**config.mk**
```make
export PLATFORM = sky130hd
export DESIGN_NAME = wildcard_glob_matcher_core
export DESIGN_NICKNAME = d
export VERILOG_FILES = /design/src/sv/wgm_pkg.sv /design/src/sv/wgm_cell.sv /design/src/sv/wildcard_glob_matcher_core.sv
export SDC_FILE = /design/constraint.sdc
export NUM_CORES = 1
export LEC_CHECK = 0
export BUFFER_PORTS_ARGS = -buffer_cell sky130_fd_sc_hd__buf_2
export CORE_MARGIN = 1.5
export CORE_UTILIZATION = 25
export DETAILED_ROUTE_END_ITERATION = 12
export GPL_ROUTABILITY_DRIVEN = 0
export HOLD_SLACK_MARGIN = 0.15
export PLACE_DENSITY_LB_ADDON = 0.15
export SLEW_MARGIN = 15
export SYNTH_ARGS = -nofsm -noshare
export SYNTH_HDL_FRONTEND = slang
export SYNTH_SLANG_ARGS = --single-unit
```
**constraint.sdc**
```tcl
create_clock -name clk_i -period 4.1 [get_ports clk_i]
set_clock_uncertainty 0.15 [all_clocks]
set_input_delay 0.205 -clock clk_i [delete_from_list [all_inputs] [get_ports clk_i]]
set_output_delay 0.205 -clock clk_i [all_outputs]
set_load 0.02 [all_outputs]
```
**src/sv/wgm_pkg.sv**
```systemverilog
package wgm_pkg;

  localparam int unsigned CHAR_W = 16;

  localparam logic [CHAR_W-1:0] CH_STAR     = 16'h002A;
  localparam logic [CHAR_W-1:0] CH_QUESTION = 16'h003F;
  localparam logic [CHAR_W-1:0] CH_UPPER_A  = 16'h0041;
  localparam logic [CHAR_W-1:0] CH_UPPER_Z  = 16'h005A;
  localparam logic [CHAR_W-1:0] CASE_OFFSET = 16'h0020;

  typedef enum logic [1:0] {
    OP_CLEAR  = 2'd0,
    OP_APPEND = 2'd1,
    OP_TEXT   = 2'd2,
    OP_END    = 2'd3
  } wgm_op_e;

  // broadcast to every cell
  typedef struct packed {
    logic              rearm;
    logic              step;
    logic              append;
    logic              fold;
    logic [CHAR_W-1:0] ch;    // raw character, written on append
    logic [CHAR_W-1:0] text;  // folded text character, compared on step
  } wgm_ctl_t;

  // handed from cell p to cell p+1
  typedef struct packed {
    logic skip;   // star closure: position p+1 reachable without consuming
    logic shift;  // position p+1 reached by consuming the current character
  } wgm_link_t;

  function automatic logic [CHAR_W-1:0] fold_char(input logic [CHAR_W-1:0] c,
                                                  input logic             en);
    logic [CHAR_W-1:0] r;
    r = c;
    if (en && c >= CH_UPPER_A && c <= CH_UPPER_Z) begin
      r = c + CASE_OFFSET;
    end
    return r;
  endfunction

endpackage

```
**src/sv/wgm_cell.sv**
```systemverilog
module wgm_cell #(
  parameter int unsigned IDX   = 0,
  parameter int unsigned LEN_W = 6
) (
  input  logic                clk_i,
  input  logic                rst_ni,
  input  wgm_pkg::wgm_ctl_t   ctl_i,
  input  logic [LEN_W-1:0]    len_i,
  input  wgm_pkg::wgm_link_t  link_i,
  output wgm_pkg::wgm_link_t  link_o,
  output logic                clo_o
);
  import wgm_pkg::*;

  logic [CHAR_W-1:0] char_q;
  logic              raw_q, raw_d;
  logic              in_pat;
  logic              is_star;
  logic              hit;
  logic              clo;

  assign in_pat  = len_i > LEN_W'(IDX);
  assign is_star = char_q == CH_STAR;
  assign hit     = (char_q == CH_QUESTION) || (fold_char(char_q, ctl_i.fold) == ctl_i.text);

  // raw_q holds the set before star closure; closure ripples in from the left
  assign clo          = raw_q | link_i.skip;
  assign clo_o        = clo;
  assign link_o.skip  = clo & in_pat & is_star;
  assign link_o.shift = clo & in_pat & ~is_star & hit;

  always_comb begin
    raw_d = raw_q;
    if (ctl_i.rearm) begin
      raw_d = (IDX == 0);
    end else if (ctl_i.step) begin
      raw_d = link_o.skip | link_i.shift;
    end
  end

  always_ff @(posedge clk_i or negedge rst_ni) begin
    if (!rst_ni) begin
      raw_q <= (IDX == 0);
    end else begin
      raw_q <= raw_d;
    end
  end

  always_ff @(posedge clk_i) begin
    if (ctl_i.append && len_i == LEN_W'(IDX)) begin
      char_q <= ctl_i.ch;
    end
  end

endmodule

```
**src/sv/wildcard_glob_matcher_core.sv**
```systemverilog
// Whole-string glob matcher ('*' any run, '?' one character).
// Input stream s_axis: tdata[1:0] opcode (clear, append pattern char, text
// char, end of text), tdata[17:2] character. Output stream m_axis carries one
// word per end-of-text: tdata[0] matched, tdata[1] pattern overflow.
// The pattern sits in a row of MAX_PATTERN cells, one character each; every
// cell holds one bit of the active position set and passes star closure and
// advance bits to its right neighbor, so all positions take a text character
// together. One word is accepted per cycle whatever its opcode, while s_axis_tready_o is high.
// The result of an end-of-text word is registered and is valid on m_axis in
// the cycle after it is accepted. The output register frees up in the same
// cycle it is read, so s_axis_tready_o stays high unless a result is held by
// a stalled receiver; then input waits until m_axis_tready_i rises.
// Reset empties the pattern, clears the overflow flag and case folding, and
// arms the matcher at the start position. No clearing pass is needed.
// cfg_wdata_i = 1 folds ASCII letters; write only while idle.
module wildcard_glob_matcher_core #(
  parameter int unsigned MAX_PATTERN = 32
) (
  input  logic        clk_i,
  input  logic        rst_ni,
  input  logic        cfg_we_i,
  input  logic        cfg_wdata_i,      // case_fold
  input  logic        s_axis_tvalid_i,
  output logic        s_axis_tready_o,
  input  logic [23:0] s_axis_tdata_i,   // opcode[1:0], character[17:2], zero fill
  output logic        m_axis_tvalid_o,
  input  logic        m_axis_tready_i,
  output logic [7:0]  m_axis_tdata_o    // matched[0], pattern_overflow[1], zero fill
);
  import wgm_pkg::*;

  localparam int unsigned LEN_W = $clog2(MAX_PATTERN + 1);
  localparam logic [LEN_W-1:0] LEN_MAX = LEN_W'(MAX_PATTERN);

  logic              in_acc;
  wgm_op_e           op;
  logic [CHAR_W-1:0] ch;
  wgm_ctl_t          ctl;

  logic              fold_q;
  logic [LEN_W-1:0]  len_q, len_d;
  logic              ovf_q, ovf_d;
  logic              raw_end_q, raw_end_d;
  logic              out_valid_q, out_valid_d;
  logic              matched_q, matched_d;
  logic              out_ovf_q, out_ovf_d;

  wgm_link_t         link [MAX_PATTERN];
  logic [MAX_PATTERN:0] clo;

  assign s_axis_tready_o = ~out_valid_q | m_axis_tready_i;
  assign in_acc          = s_axis_tvalid_i & s_axis_tready_o;
  assign op              = wgm_op_e'(s_axis_tdata_i[1:0]);
  assign ch              = s_axis_tdata_i[CHAR_W+1:2];

  assign ctl.rearm  = in_acc && op != OP_TEXT;
  assign ctl.step   = in_acc && op == OP_TEXT;
  assign ctl.append = in_acc && op == OP_APPEND && len_q != LEN_MAX;
  assign ctl.fold   = fold_q;
  assign ctl.ch     = ch;
  assign ctl.text   = fold_char(ch, fold_q);

  for (genvar p = 0; p < MAX_PATTERN; p++) begin : g_cell
    wgm_link_t link_in;
    if (p == 0) begin : g_first
      assign link_in = '0;
    end else begin : g_rest
      assign link_in = link[p-1];
    end
    wgm_cell #(
      .IDX   (p),
      .LEN_W (LEN_W)
    ) u_cell (
      .clk_i  (clk_i),
      .rst_ni (rst_ni),
      .ctl_i  (ctl),
      .len_i  (len_q),
      .link_i (link_in),
      .link_o (link[p]),
      .clo_o  (clo[p])
    );
  end

  // past the last cell: reached by consuming or through a star in the last cell, never itself a star
  assign clo[MAX_PATTERN] = raw_end_q | link[MAX_PATTERN-1].skip;

  always_comb begin
    len_d       = len_q;
    ovf_d       = ovf_q;
    raw_end_d   = raw_end_q;
    out_valid_d = out_valid_q & ~m_axis_tready_i;
    matched_d   = matched_q;
    out_ovf_d   = out_ovf_q;
    if (in_acc) begin
      case (op)
        OP_CLEAR: begin
          len_d     = '0;
          ovf_d     = 1'b0;
          raw_end_d = 1'b0;
        end
        OP_APPEND: begin
          if (len_q != LEN_MAX) begin
            len_d = len_q + 1'b1;
          end else begin
            ovf_d = 1'b1;
          end
          raw_end_d = 1'b0;
        end
        OP_TEXT: begin
          raw_end_d = link[MAX_PATTERN-1].shift;
        end
        OP_END: begin
          raw_end_d   = 1'b0;
          out_valid_d = 1'b1;
          matched_d   = clo[len_q];
          out_ovf_d   = ovf_q;
        end
        default: begin
          raw_end_d = raw_end_q;
        end
      endcase
    end
  end

  always_ff @(posedge clk_i or negedge rst_ni) begin
    if (!rst_ni) begin
      fold_q      <= 1'b0;
      len_q       <= '0;
      ovf_q       <= 1'b0;
      raw_end_q   <= 1'b0;
      out_valid_q <= 1'b0;
    end else begin
      if (cfg_we_i) begin
        fold_q <= cfg_wdata_i;
      end
      len_q       <= len_d;
      ovf_q       <= ovf_d;
      raw_end_q   <= raw_end_d;
      out_valid_q <= out_valid_d;
    end
  end

  always_ff @(posedge clk_i) begin
    matched_q <= matched_d;
    out_ovf_q <= out_ovf_d;
  end

  assign m_axis_tvalid_o = out_valid_q;
  assign m_axis_tdata_o  = {6'b0, out_ovf_q, matched_q};

  // rearm leaves the start position active
  a_rearm_start: assert property (@(posedge clk_i) disable iff (!rst_ni)
    (in_acc && op != OP_TEXT) |=> clo[0])
    else $error("start position not active after rearm");

  a_ovf_full: assert property (@(posedge clk_i) disable iff (!rst_ni)
    ovf_q |-> (len_q == LEN_MAX))
    else $error("overflow flag set with room left in the pattern");

  a_len_range: assert property (@(posedge clk_i) disable iff (!rst_ni)
    len_q <= LEN_MAX)
    else $error("pattern length beyond capacity");

  a_result_source: assert property (@(posedge clk_i) disable iff (!rst_ni)
    $rose(out_valid_q) |-> $past(in_acc && op == OP_END))
    else $error("result word without an accepted end of text");

endmodule

```
* After elaboration in Yosys (flattened, before gate mapping)
Index checks and enable logic that the tools add are counted.
** Storage, ports and cells
- Register bits :: 556
- Word-level logic and storage cells :: 814
** Operators by class
- Equality and inequality tests :: 134
- Add/sub/neg operators :: 34
- Bitwise gates (word level) :: 228
- Muxes and demuxes :: 106
- Magnitude comparators :: 99
- Reduce and logical (&&, ||, !) cells :: 142
** Operator list (count)
- 16-bit by 6-bit equality test with 1-bit output, second input constant :: 64
- 16-bit by 6-bit adder with 16-bit output, second input constant :: 33
- 16-bit by 7-bit >= comparator with 1-bit output, second input constant :: 33
- 16-bit by 7-bit <= comparator with 1-bit output, second input constant :: 33
- 16-bit two-way mux :: 33
- 16-bit equality test :: 32
- 1-bit bitwise AND :: 130
- 1-bit logical AND :: 102
- 6-bit by 5-bit equality test with 1-bit output, second input constant :: 16
- 6-bit by 5-bit > comparator with 1-bit output, second input constant :: 16
- 1-bit two-way mux :: 68
- 1-bit bitwise OR :: 64
- 6-bit by 4-bit equality test with 1-bit output, second input constant :: 8
- 6-bit by 4-bit > comparator with 1-bit output, second input constant :: 8
- 1-bit NOT :: 34
- 1-bit logical OR :: 32
- 6-bit by 3-bit equality test with 1-bit output, second input constant :: 4
- 6-bit by 3-bit > comparator with 1-bit output, second input constant :: 4
- 6-bit by 2-bit equality test with 1-bit output, second input constant :: 2
- 6-bit by 1-bit > comparator with 1-bit output, second input constant :: 2
- 6-bit by 2-bit > comparator with 1-bit output, second input constant :: 2
- 6-bit one-hot mux with 2 select lines :: 1
- 6-bit by 7-bit less-than comparator with 1-bit output, second input constant :: 1
- 6-bit by 1-bit adder with 6-bit output, second input constant :: 1
- 15 further kinds :: 20

* Logic depth before layout (Yosys ltp)
Gate-level depths: netlist (run 1).
- Word-level depth :: 99
- Gate-level depth with buffers :: 17
- Depth with buffers taken out :: 14

* Hierarchy
From an unflattened synthesis (run 1), not the netlist that was laid out.
** Second synthesis, totals
- Cells, all modules :: 2590
- Area total of the unflattened synthesis :: 31687.9 µm²
** By module, submodules not included
- wgm_cell at g_cell[31].u_cell ... :: area each 935.9 µm², cells each 75, instances 2, sequential area each 505.5 µm²
- wgm_cell at g_cell[4].u_cell ... :: area each 935.9 µm², cells each 77, instances 2, sequential area each 505.5 µm²
- wildcard_glob_matcher_core :: area each 1172.4 µm², cells each 127, instances 1, sequential area each 310.3 µm²
- wgm_cell at g_cell[1].u_cell :: area each 1032.2 µm², cells each 87, instances 1, sequential area each 505.5 µm²
- wgm_cell at g_cell[25].u_cell :: area each 1001.0 µm², cells each 81, instances 1, sequential area each 505.5 µm²
- wgm_cell at g_cell[7].u_cell :: area each 982.2 µm², cells each 77, instances 1, sequential area each 505.5 µm²
- wgm_cell at g_cell[24].u_cell :: area each 978.4 µm², cells each 78, instances 1, sequential area each 505.5 µm²
- wgm_cell at g_cell[19].u_cell :: area each 977.2 µm², cells each 78, instances 1, sequential area each 505.5 µm²
- wgm_cell at g_cell[12].u_cell :: area each 970.9 µm², cells each 82, instances 1, sequential area each 505.5 µm²
- wgm_cell at g_cell[22].u_cell :: area each 969.7 µm², cells each 78, instances 1, sequential area each 505.5 µm²
- wgm_cell at g_cell[14].u_cell :: area each 968.4 µm², cells each 77, instances 1, sequential area each 505.5 µm²
- wgm_cell at g_cell[27].u_cell :: area each 968.4 µm², cells each 78, instances 1, sequential area each 505.5 µm²
- wgm_cell at g_cell[6].u_cell :: area each 965.9 µm², cells each 77, instances 1, sequential area each 505.5 µm²
- wgm_cell at g_cell[8].u_cell :: area each 964.7 µm², cells each 82, instances 1, sequential area each 505.5 µm²
- +17 rows

* Worst setup path after synthesis (run 1)
Ideal clock, no wire load.
- Kind :: flip-flop to flip-flop
- Start :: register len_q[0]
- End :: register g_cell[26].u_cell.char_q[0], enable pin
- Clock period less this slack :: 4.302 ns
- Arrival time :: 3.722 ns
- Cell stages (with the launch flop) :: 10
- Data required time :: 3.520 ns
- Slack :: -0.202 ns
- Path through :: dfrtp_1 -> clkbuf_1 -> inv_1 -> clkbuf_1 -> ha_1 -> clkbuf_1 -> and2_1 -> a21oi_1 -> nand2_1 -> nor4_1
** On the way
- Longest elaborated chain between the ends :: 3
- Elaborated cells on any way between the ends :: 4
** RTL lines
- from (decl) :: RTL line wildcard_glob_matcher_core.sv:41 : logic [LEN_W-1:0] len_q, len_d;
- from (signal assigned) :: RTL line wildcard_glob_matcher_core.sv:136 : len_q <= len_d;
- 6-bit != test :: RTL line wildcard_glob_matcher_core.sv:58 : assign ctl.append = in_acc && op == OP_APPEND && len_q != LEN_MAX;
- 1-bit logical AND :: RTL line wildcard_glob_matcher_core.sv:58
- 1-bit logical AND * :: RTL line wgm_cell.sv:50 : if (ctl_i.append && len_i == LEN_W'(IDX)) begin
- to (signal assigned) :: RTL line wgm_cell.sv:51 : char_q <= ctl_i.ch;
- to (decl) :: RTL line wgm_cell.sv:15 : logic [CHAR_W-1:0] char_q;
Mark *: on every way between the ends. The rest lies on a longest branch, timed or not.
A chain may end at the register's enable or synchronous reset.

* Final worst setup path (run 1)
- Start :: register g_cell[8].u_cell.char_q[11]
- End :: register matched_q, data pin
** On the way
- Longest elaborated chain between the ends :: 74
** RTL lines
- from (decl) :: RTL line wgm_cell.sv:15
- from (signal assigned) :: RTL line wgm_cell.sv:51
- 16-bit by 6-bit equality test with 1-bit output * :: RTL line wgm_cell.sv:23 : assign is_star = char_q == CH_STAR;
- 1-bit bitwise AND * :: RTL line wgm_cell.sv:29 : assign link_o.skip = clo & in_pat & is_star;
- 1-bit bitwise OR * :: RTL line wgm_cell.sv:27 : assign clo = raw_q | link_i.skip;
- 1-bit bitwise AND (2 in series) :: RTL line wgm_cell.sv:29
- 1-bit bitwise OR :: RTL line wgm_cell.sv:27
- 1-bit bitwise AND (2 in series) :: RTL line wgm_cell.sv:29
- 1-bit bitwise OR :: RTL line wgm_cell.sv:27
- 1-bit bitwise AND (2 in series) :: RTL line wgm_cell.sv:29
- (+52 left out)
- 1-bit bitwise AND (2 in series) :: RTL line wgm_cell.sv:29
- 1-bit bitwise OR :: RTL line wgm_cell.sv:27
- 1-bit bitwise AND (2 in series) :: RTL line wgm_cell.sv:29
- 1-bit bitwise OR :: RTL line wgm_cell.sv:27
- 1-bit bitwise AND (2 in series) :: RTL line wgm_cell.sv:29
- 1-bit bitwise OR :: RTL line wildcard_glob_matcher_core.sv:85 : assign clo[MAX_PATTERN] = raw_end_q | link[MAX_PATTERN-1].skip;
- 1-bit binary-select mux with 6-bit select * :: RTL line wildcard_glob_matcher_core.sv:115 : matched_d = clo[len_q];
- 1-bit two-way mux (not written as such) * :: RTL line wildcard_glob_matcher_core.sv:115
- to (signal assigned) :: RTL line wildcard_glob_matcher_core.sv:144 : matched_q <= matched_d;
- to (decl) :: RTL line wildcard_glob_matcher_core.sv:45 : logic matched_q, matched_d;
Mark *: on every way between the ends. The rest lies on a longest branch, timed or not. The select of a mux whose other input is x is not followed.

==> impl_metrics.json, run 1 <==
{
  "run_status": "finished clean",
  "cts.root.buffer_cell": "sky130_fd_sc_hd__clkbuf_16",
  "post_synth.cell_area_avg_um2": 11.4,
  "layout.cells.non_filler": 4577,
  "design.portCount": 40,
  "clock_tree_from_tritoncts": "done",
  "worst_ir_drop_vdd_mv": 0.233,
  "clock_latency_on_the_worst_skew_pair_ps": 640,
  "floorplan_die_area_um2": 122000,
  "cts-buffers-inserted": 70,
  "yosys_warnings": 0,
  "crit_path_to": "matched_q",
  "post_synth_most_frequent_cells": "514 x sky130_fd_sc_hd__edfxtp_1, 281 x sky130_fd_sc_hd__xnor2_1, 236 x sky130_fd_sc_hd__xor2_1",
  "synth.yosys.seq_area_share_pct": 54.8,
  "initial_utilization_pct": 25.1,
  "r2r_setup_slack_ps": 60,
  "timing.critical_path.to_type": "flop",
  "dp_hpwl_um": 67500,
  "postRouteWirelength_um": 103000,
  "rsz0062_at_grt": "yes",
  "global_route.overflow_total": 0,
  "number_of_violations_reported_at_the_end_of_detailed_routing_iteration_0": 1768,
  "drv.max_cap_violation_count": 0,
  "internal_power_mw": 10.2,
  "drt-pass1-iter-count": 6,
  "htree_levels": 3,
  "vias_in_the_first_global_route": 23200,
  "worst_path_max_delay_cell": "sky130_fd_sc_hd__or4_4",
  "path_max_fanout": 5,
  "mappedNetlistArea_um2": 30100,
  "flip_flop_and_latch_count_after_synthesis": 556,
  "grt_max_degree": 65,
  "synth_async_reset_ratio_pct": 7.55,
  "critical_path.cell_chain": "nor4_4 > nand4b_1 > buf_4 > or4_4 > buf_4 > and4bb_2 > o2111a_2 > o211ai_4 > a21oi_4 > a21oi_4 > a2111oi_4 > a2111oi_4 > buf_4 > o211ai_1 > a32o_2",
  "period_minus_slack_ps": 4040,
  "total_leakage_power_nw": 11.9,
  "antenna_cells_inserted": 0,
  "nNetsFinal": 2983,
  "timing_worst_slew_pin_value_ps": 938,
  "ys_dominant_reg_cell": "sky130_fd_sc_hd__edfxtp_1",
  "switching_share_pct": 24.6,
  "cp_common_cell": "sky130_fd_sc_hd__buf_4",
  "drc_errors": 0,
  "worst_path_largest_cell_delay_ps": 450,
  "pre_cts_ws_ps": -548,
  "ff2ff_path_depth": 15,
  "hold_path.class": "primary input to flop",
  "pwr-share-comb_pct": 9.9,
  "area_growth_syn_to_layout_pct": 22.4,
  "buffer_ports.inserted": 27,
  "place.detailed.instances": 4419,
  "multi_input_gate_area_um2": 13400,
  "grt_pass1_wl_um": 152000,
  "synth_cell_types": 95,
  "final_critical_path_setup_slack_ps": 57.4,
  "power_switching_mw": 3.33,
  "critical_path_required_ps": 4460,
  "power_per_cell_area_nw_per_um2": 368,
  "synth_edf_count": 514,
  "fillCellCount": 12100,
  "final_layout_size_suffix_gt1_share_pct": 16.4,
  "synth.top_cell.area_share_pct": 51.3,
  "final.period_utilization_pct": 98.6,
  "rr_endpoint": "matched_q",
  "final-hold-violation-count": 0,
  "critical_path.startpoint_type": "flop",
  "r2r_start": "g_cell[8].u_cell.char_q[11]",
  "vias": 22700,
  "core_area_um2": 120000,
  "clock_power_share_pct": 43.8,
  "clock_tree.buffer_depth": 3,
  "floorplan.die.height_um": 350,
  "routed_length_per_placed_instance_um": 22.5,
  "sequential_group_share_of_total_power_pct": 46.2,
  "worst_setup_path_startpoint": "g_cell[8].u_cell.char_q[11]",
  "antenna_violations_before_repair": 4,
  "timing.critical_path.arrival_ps": 4400,
  "regArea_um2": 16500,
  "yosys-top-cells-area": "sky130_fd_sc_hd__edfxtp_1 51%, sky130_fd_sc_hd__xnor2_1 8.2%, sky130_fd_sc_hd__xor2_1 6.9%, sky130_fd_sc_hd__dfrtp_1 3.4%, sky130_fd_sc_hd__nor4_1 2.7%",
  "max_slew_margin_pct": 35.8,
  "overall_track_demand_over_capacity_in_global_routing_pct": 16.7,
  "via_per_inst": 4.96,
  "report.final.setup_viol": 0,
  "achievable_frequency_mhz": 247,
  "placement_rows": 127,
  "yosys.area.top_type": "sky130_fd_sc_hd__edfxtp_1",
  "ant_nets": 0,
  "count_of_mapped_cells_out_of_synthesis": 2635,
  "critical_path_class": "flop to flop",
  "timing.final.max_slew_violations": 0,
  "cts_num_sinks": 556,
  "synth_most_common_cell": "sky130_fd_sc_hd__edfxtp_1",
  "width_of_the_chip_um": 350,
  "clk_transition_reported_paths_ps": 70
}
stage by stage:
| stage | power (mW) | setup TNS [ps] | cell area [um^2] | util, % | hold slack, ps |
|---|---|---|---|---|---|
| final | 13.5 | 0 | 36800 | 30.8 | 196 |
| after global routing | 14.0 | -29.3 | 36800 | 30.8 | 205 |
| after CTS | 13.7 | -9.92 | 36500 | 30.5 | 180 |
| after detailed placement | 7.65 | -934 | 34000 | 28.4 | 141 |
| after global placement | 7.65 | -4760 | 33900 | 28.4 | 131 |
| after floorplan | 6.98 | 0 | 30100 | - | -241 |
state kept, by name (all words and copies together), names as in the netlist:
signal and count:
g_cell.u_cell.char_q 512, matched_q 1, fold_q 1, m_axis_tvalid_o 1, g_cell.u_cell.raw_q 32, out_ovf_q 1, raw_end_q 1, len_q 6
ovf_q 1
timing repair:
action,in CTS,in global routing
pin swaps,8,18
hold endpoints to repair,383,0
buffers inserted,3,8
resized for setup,22,44
endpoints found under the setup margin,4,8
hold buffers,26,0
kinds of logic after synthesis:
family          synth area share (%)
simple gates                    16.4
flops                           54.8
xor+xnor                        15.1
compound gates                  9.79
buf+inv                         2.07
fa+ha+maj                       1.54
mux                            0.341
other cells                   0.0125
critical path, delay by kind of cell (launching register included):
kind / cells / cell delay (ps)
AO/OA/AOI/OAI: 8 / 1560
buffers and inverters: 3 / 490
flip-flops: 1 / 420
AND/OR/NAND/NOR: 4 / 1300
per-layer routing:
layer	vias up	part of all wire [%]	GRT usage, %
li1	10500	-	-
met1	11500	46	22.6
met2	595	47	27.4
met3	154	4.9	2.54
met4	0	2.4	4.85
met5	-	0	0
worst min-delay path by stage:
stage	slack, ps	to	start	cells after the start
3_3_place_gp	130	m_axis_tvalid_o	rst_ni	1
4_1_cts	180	g_cell[5].u_cell.char_q[7]	s_axis_tdata_i[9]	2
3_5_place_dp	140	m_axis_tvalid_o	rst_ni	1
2_1_floorplan	-240	fold_q	rst_ni	0
6_report	200	g_cell[22].u_cell.char_q[7]	s_axis_tdata_i[9]	2
5_1_grt	210	g_cell[22].u_cell.char_q[7]	s_axis_tdata_i[9]	2
area by class of cell:
class	count	share of cell area, %
sequential	556	44.8
tap	1612	5.48
clock inverter	38	0.826
timing repair buffer	311	6.96
inverter	50	0.520
clock buffer	83	5.07
multi-input combinational	1927	36.3
power by group through the flow:
| stage | sequential (mW) | clock, mW | combinational, mW |
|---|---|---|---|
| 2_1_floorplan | 6.37 | 0 | 0.605 |
| 3_3_place_gp | 6.37 | 0 | 1.28 |
| 3_5_place_dp | 6.37 | 0 | 1.28 |
| 4_1_cts | 6.26 | 6.14 | 1.32 |
| 5_1_grt | 6.26 | 6.33 | 1.45 |
| 6_report | 6.26 | 5.94 | 1.35 |
placed cells by master (no fill, tap or decap), drive strengths merged, types with 13 or more instances in the layout:
| master | n |
|---|---|
| a2111oi | 14 |
| a211oi | 21 |
| a21boi | 13 |
| a21oi | 120 |
| a31oi | 32 |
| and3 | 21 |
| buf | 286 |
| clkbuf | 83 |
| clkinv | 27 |
| dfrtp | 41 |
| dlygate4sd3 | 25 |
| edfxtp | 514 |
| ha | 37 |
| inv | 53 |
| nand2 | 156 |
| nand2b | 25 |
| nand3 | 72 |
| nand3b | 16 |
| nand4 | 81 |
| nand4b | 13 |
| nor2 | 178 |
| nor3 | 97 |
| nor4 | 134 |
| o21ai | 113 |
| o31ai | 16 |
| or3 | 30 |
| or4 | 33 |
| xnor2 | 281 |
| xor2 | 236 |
Note: power is estimated with default switching activity, not from simulation.
==> inputs of run 2 (changes only) <==
--- a/config.mk
+++ b/config.mk
@@ -6,6 +6,7 @@
 export NUM_CORES = 1
 export LEC_CHECK = 0
 export BUFFER_PORTS_ARGS = -buffer_cell sky130_fd_sc_hd__buf_2
+export CORE_ASPECT_RATIO = 1.5
 export CORE_MARGIN = 1.5
 export CORE_UTILIZATION = 25
 export DETAILED_ROUTE_END_ITERATION = 12
==> run 2 against run 1 <==
Effect of this change: the run now ends with negative setup slack left; critical path type unchanged; critical path depth decreased by 2; largest cell class unchanged; sequential cell count unchanged; highest routed layer is now met5; clock power decreased by 10%; combinational power decreased by 4%; register-to-register slack got worse by 150 ps; design area decreased by 1.1%.
==> impl_metrics.json, run 2 (synthesis results as in run 1) <==
{
  "period_minus_slack_ps": 4190,
  "reg.largest.list": "g_cell.u_cell.char_q: 512 flops, g_cell.u_cell.raw_q: 32 flops, len_q: 6 flops",
  "mostFrequentLayoutCells": "514 x sky130_fd_sc_hd__edfxtp_1, 281 x sky130_fd_sc_hd__xnor2_1, 266 x sky130_fd_sc_hd__buf_4, 236 x sky130_fd_sc_hd__xor2_1, 176 x sky130_fd_sc_hd__nor2_1",
  "critical_path.cell_chain": "or2_2 > nor2_1 > nor4_2 > a211o_1 > a311o_1 > o211ai_4 > a21oi_4 > o21ai_0 > a41oi_2 > a2111oi_4 > buf_4 > o211ai_1 > a32o_2",
  "routed_length_per_placed_instance_um": 23.5,
  "r2r_setup_slack_ps": -90,
  "number_of_violations_reported_at_the_end_of_detailed_routing_iteration_0": 1235,
  "critical_path_class": "flop to flop",
  "area_growth_syn_to_layout_pct": 21.0,
  "fillCellCount": 12100,
  "total_leakage_power_nw": 11.8,
  "worst_path_max_delay_cell": "sky130_fd_sc_hd__dfrtp_1",
  "timing.final.max_slew_violations": 0,
  "antenna_violations_before_repair": 7,
  "min_delay_path_depth": 2,
  "worst_setup_path_startpoint": "len_q[5]",
  "floorplan.die.height_um": 428,
  "htree_levels": 2,
  "postRouteWirelength_um": 106000,
  "dp_hpwl_um": 70900,
  "max_ffs_per_register": 512,
  "grt_pass1_wl_um": 155000,
  "final_critical_path_setup_slack_ps": -94.1,
  "clock_latency_on_the_worst_skew_pair_ps": 660,
  "core_area_um2": 119000,
  "fin_area_um2": 36400,
  "design.portCount": 40,
  "regMostFlops": "g_cell.u_cell.char_q",
  "clock_tree.buffer_depth": 3,
  "final.hold.worst_slack_ps": 196,
  "vias_in_the_first_global_route": 23500,
  "ant_nets": 0,
  "drc_errors": 0,
  "initial_utilization_pct": 25.3,
  "nNetsFinal": 2980,
  "achievable_frequency_mhz": 238,
  "hold-path-endpoint": "g_cell[14].u_cell.char_q[7]",
  "hold_path.class": "primary input to flop",
  "run_status": "complete, but fails checks",
  "path_max_fanout": 5,
  "report.final.setup_viol": 1,
  "layout.cells.most_common": "sky130_fd_sc_hd__edfxtp_1",
  "worst_path_largest_cell_delay_ps": 450,
  "drt-pass1-iter-count": 5,
  "ff2ff_path_depth": 13,
  "worst_ir_drop_vdd_mv": 0.279,
  "width_of_the_chip_um": 286,
  "cts.root.buffer_cell": "sky130_fd_sc_hd__clkbuf_16",
  "clk_transition_reported_paths_ps": 70,
  "pre_cts_ws_ps": -209,
  "final_layout_size_suffix_gt1_share_pct": 15.9,
  "critical_path_required_ps": 4330,
  "placement_rows": 155,
  "timing_worst_slew_pin_value_ps": 902,
  "clock_tree_from_tritoncts": "done",
  "cts-buffers-inserted": 56,
  "final-hold-violation-count": 0,
  "timing.critical_path.to_type": "flop",
  "vias": 22700,
  "final.period_utilization_pct": 102,
  "r2r_start": "len_q[5]",
  "timing.critical_path.arrival_ps": 4430,
  "overall_track_demand_over_capacity_in_global_routing_pct": 17.2,
  "hold_start": "s_axis_tdata_i[9]",
  "via_per_inst": 5.01,
  "rsz0062_at_grt": "yes",
  "grt_max_degree": 65,
  "max_slew_margin_pct": 39.7,
  "floorplan_die_area_um2": 122000,
  "layout.core_utilization_pct": 30.6,
  "rr_endpoint": "matched_q",
  "power_per_cell_area_nw_per_um2": 354,
  "postPlaceCellArea_um2": 34000,
  "buffer_ports.inserted": 27,
  "cts_num_sinks": 556,
  "violated_checks": "negative setup slack",
  "critical_path.startpoint_type": "flop",
  "drv.max_cap_violation_count": 0,
  "global_route.overflow_total": 0
}
run 2: cell types whose count changed in the layout (fill, tap and decap cells not counted), sizes merged:
cell and change:
buf +11, clkbuf -19, clkinvlp -1, bufinv +4, clkinv -1, inv -2, diode +1
run 2: area by class of cell:
type | instances | area [um^2] | area share, %
tap | 1570 | 1960 | 5.40
multi-input combinational | 1927 | 13200 | 36.4
sequential | 556 | 16500 | 45.3
clock inverter | 38 | 410 | 1.13
clock buffer | 64 | 1450 | 3.99
antenna | 1 | 2.50 | 0.00688
timing repair buffer | 322 | 2650 | 7.28
inverter | 50 | 189 | 0.519
run 2: report_power, final:
group | internal (mW) | switching, mW
registers | 6.23 | 0.0235
clock network | 3.04 | 2.30
logic | 0.447 | 0.854
run 2: critical path, delay by kind of cell, from the launching register on:
kind / cells / cell delay, ps
compound gates: 9 / 2380
simple gates: 3 / 780
flops: 1 / 450
buf+inv: 1 / 170
run 2: per-stage QoR:
stage / std cells / total power [mW] / setup TNS (ps)
finish: 4528 / 12.9 / -94.1
global route: 4528 / 13.3 / -179
CTS: 4523 / 13.0 / 0
detailed placement: 4392 / 7.64 / -291
global placement: 4392 / 7.63 / -650
floorplan: 2640 / 6.98 / 0
run 2: worst max path at each step:
| stage | slack [ps] | cells after the start | end |
|---|---|---|---|
| 2_1_floorplan | 60 | 17 | matched_q |
| 3_3_place_gp | -370 | 13 | matched_q |
| 3_5_place_dp | -210 | 15 | matched_q |
| 4_1_cts | 10 | 13 | matched_q |
| 5_1_grt | -170 | 14 | matched_q |
| 6_report | -90 | 13 | matched_q |
run 2: what timing repair did:
action | CTS | global route
endpoints found under the setup margin | 3 | 5
pin swaps | 9 | 14
hold endpoints to repair | 454 | 0
setup buffers | 3 | 4
hold buffers | 26 | 0
gates resized for setup | 17 | 15
run 2: metal layers:
metal	vias to the layer above	GRT usage, %	routed length [um]
met5	-	0	15
li1	10500	-	-
met4	2	8.20	5360
met1	11500	19.1	41600
met3	213	1.72	3470
met2	514	32.4	56000
==> inputs of run 3 (changes only) <==
--- a/config.mk
+++ b/config.mk
@@ -5,14 +5,14 @@
 export SDC_FILE = /design/constraint.sdc
 export NUM_CORES = 1
 export LEC_CHECK = 0
-export BUFFER_PORTS_ARGS = -buffer_cell sky130_fd_sc_hd__buf_2
+export BUFFER_PORTS_ARGS = -buffer_cell sky130_fd_sc_hd__buf_4
 export CORE_ASPECT_RATIO = 1.5
 export CORE_MARGIN = 1.5
 export CORE_UTILIZATION = 25
 export DETAILED_ROUTE_END_ITERATION = 12
 export GPL_ROUTABILITY_DRIVEN = 0
 export HOLD_SLACK_MARGIN = 0.15
-export PLACE_DENSITY_LB_ADDON = 0.15
+export PLACE_DENSITY_LB_ADDON = 0.08
 export SLEW_MARGIN = 15
 export SYNTH_ARGS = -nofsm -noshare
 export SYNTH_HDL_FRONTEND = slang
==> run 3 against run 2 <==
Effect of this change: the run still ends with negative setup slack left; utilization grew 0.52 points; sequential cell count is the same; critical endpoint unchanged; total power up 4.9%; count of clock-buffer cells in the layout is 16 higher; highest routed layer is now met4; sequential share of layout area is 0.76 points lower; largest cell class unchanged.
==> impl_metrics.json, run 3 (synthesis results as in run 1) <==
{
  "worst-path-buf-inv": 1,
  "max_slew_margin_pct": 34.0,
  "timing_worst_slew_pin_value_ps": 965,
  "layout.cells.most_common": "sky130_fd_sc_hd__edfxtp_1",
  "postPlaceCellArea_um2": 34400,
  "worst_path_largest_cell_delay_ps": 670,
  "drt-pass1-iter-count": 6,
  "timing.final.max_slew_violations": 0,
  "total_leakage_power_nw": 12.1,
  "core_area_um2": 119000,
  "layout.cells.non_filler": 4578,
  "htree_levels": 2,
  "clock_tree_from_tritoncts": "done",
  "pre_cts_ws_ps": -587,
  "rsz0062_at_grt": "yes",
  "final.period_utilization_pct": 100,
  "achievable_frequency_mhz": 244,
  "nNetsFinal": 3025,
  "worst_ir_drop_vdd_mv": 0.321,
  "worst-path-stages": 13,
  "period_minus_slack_ps": 4100,
  "width_of_the_chip_um": 286,
  "cts-buffers-inserted": 59,
  "placement_rows": 155,
  "regMostFlops": "g_cell.u_cell.char_q",
  "worst_path_max_delay_cell": "sky130_fd_sc_hd__or4_1",
  "floorplan.die.height_um": 428,
  "min_delay_path_depth": 0,
  "dp_hpwl_um": 82000,
  "ant_nets": 0,
  "fin_area_um2": 37000,
  "critical_path_class": "flop to flop",
  "design.portCount": 40,
  "layout.core_utilization_pct": 31.1,
  "critical_path_required_ps": 4470,
  "critical_path.cell_chain": "or4_1 > o41ai_4 > nand4_1 > o21ai_1 > buf_4 > o2111a_2 > o211ai_4 > a211oi_2 > nor2_2 > o31ai_4 > a221oi_4 > o31ai_2 > a32o_2",
  "area_growth_syn_to_layout_pct": 23.1,
  "path_max_fanout": 7,
  "hold_path.class": "flop to flop",
  "max_ffs_per_register": 512,
  "finalSetupTns_ps": -1.20,
  "power_per_cell_area_nw_per_um2": 365,
  "clock_latency_on_the_worst_skew_pair_ps": 650,
  "timing.critical_path.arrival_ps": 4470,
  "grt_pass1_wl_um": 167000,
  "final-hold-violation-count": 0,
  "timing.critical_path.to_type": "flop",
  "postRouteWirelength_um": 117000,
  "violated_checks": "negative setup slack",
  "buffer_ports.inserted": 27,
  "antenna_violations_before_repair": 6,
  "cts.root.buffer_cell": "sky130_fd_sc_hd__clkbuf_16",
  "ff2ff_path_depth": 13,
  "final_layout_size_suffix_gt1_share_pct": 16.7,
  "final_critical_path_setup_slack_ps": -1.20,
  "cp_top_family": "compound AO/OA/AOI/OAI gates",
  "mostFrequentLayoutCells": "514 x sky130_fd_sc_hd__edfxtp_1, 313 x sky130_fd_sc_hd__buf_4, 281 x sky130_fd_sc_hd__xnor2_1, 236 x sky130_fd_sc_hd__xor2_1, 176 x sky130_fd_sc_hd__nor2_1",
  "cts_num_sinks": 556,
  "final.hold.worst_slack_ps": 322,
  "floorplan_die_area_um2": 122000,
  "drv.max_cap_violation_count": 0,
  "reg.largest.list": "g_cell.u_cell.char_q: 512 flops, g_cell.u_cell.raw_q: 32 flops, len_q: 6 flops",
  "place.detailed.instances": 4434,
  "run_status": "complete, but fails checks",
  "clk_transition_reported_paths_ps": 70,
  "routed_length_per_placed_instance_um": 25.5,
  "p_total_mw": 13.5,
  "report.final.setup_viol": 1,
  "via_per_inst": 4.98,
  "vias": 22800,
  "overall_track_demand_over_capacity_in_global_routing_pct": 18.9,
  "clock_tree.buffer_depth": 3,
  "grt_max_degree": 65,
  "number_of_violations_reported_at_the_end_of_detailed_routing_iteration_0": 1346,
  "critical_path.startpoint_type": "flop",
  "global_route.overflow_total": 0,
  "vias_in_the_first_global_route": 23600,
  "initial_utilization_pct": 25.3,
  "drc_errors": 0
}
==> run 3: cell count changes in the layout (fill, tap and decap cells not counted), sizes merged <==
cell / change
dlygate4sd3: +5
bufinv: +4
clkbuf: +16
buf: +37
inv: -2
clkinv: -9
clkinvlp: -1
==> run 3: path summary, 6_finish.rpt <==
| path | slack (ps) | startpoint | end |
|---|---|---|---|
| worst max register to register | -1 | g_cell[0].u_cell.char_q[8] | matched_q |
| max in group asynchronous | 3000 | rst_ni | g_cell[28].u_cell.raw_q |
| worst min-delay path | 320 | ovf_q | out_ovf_q |
| worst min register to register | 320 | ovf_q | out_ovf_q |
| worst max-delay path | -1 | g_cell[0].u_cell.char_q[8] | matched_q |
| min in group asynchronous | 490 | rst_ni | g_cell[0].u_cell.raw_q |
==> run 3: metal layers <==
| metal | routed length, um | GRT usage (%) | up-vias |
|---|---|---|---|
| met4 | 4150 | 6.47 | 0 |
| li1 | - | - | 10600 |
| met2 | 63900 | 36.9 | 448 |
| met1 | 45400 | 21.1 | 11600 |
| met3 | 3390 | 1.93 | 145 |
| met5 | 0 | 0 | - |
==> run 3: power by group <==
part           switching [mW]  leakage [nW]  internal, mW
Clock                    2.36         0.999          3.49
Sequential             0.0256          5.20          6.23
Combinational           0.924          5.94         0.503
Total                    3.31          12.1          10.2
==> run 3: area by class of cell <==
type | instances | area [um^2]
fill | 12200 | 82100
sequential | 556 | 16500
multi-input combinational | 1927 | 13200
timing repair buffer | 364 | 3060
tap | 1570 | 1960
clock buffer | 80 | 1610
clock inverter | 30 | 448
inverter | 50 | 188
antenna | 1 | 2.50
==> run 3: worst register-to-register path: stages, from the launching register on <==
cell,delay (ps)
sky130_fd_sc_hd__edfxtp_1,390
sky130_fd_sc_hd__or4_1,670
sky130_fd_sc_hd__o41ai_4,390
sky130_fd_sc_hd__nand4_1,250
sky130_fd_sc_hd__o21ai_1,250
sky130_fd_sc_hd__buf_4,190
sky130_fd_sc_hd__o2111a_2,270
sky130_fd_sc_hd__o211ai_4,130
sky130_fd_sc_hd__a211oi_2,310
sky130_fd_sc_hd__nor2_2,100
sky130_fd_sc_hd__o31ai_4,270
sky130_fd_sc_hd__a221oi_4,160
sky130_fd_sc_hd__o31ai_2,260
sky130_fd_sc_hd__a32o_2,200
==> run 3: what timing repair did <==
item | in CTS | in global routing
endpoints found under the setup margin | 3 | 9
buffers inserted | 0 | 2
pin swaps | 2 | 16
hold buffers | 31 | 0
gates resized for setup | 15 | 20
endpoints found under the hold margin | 320 | 0
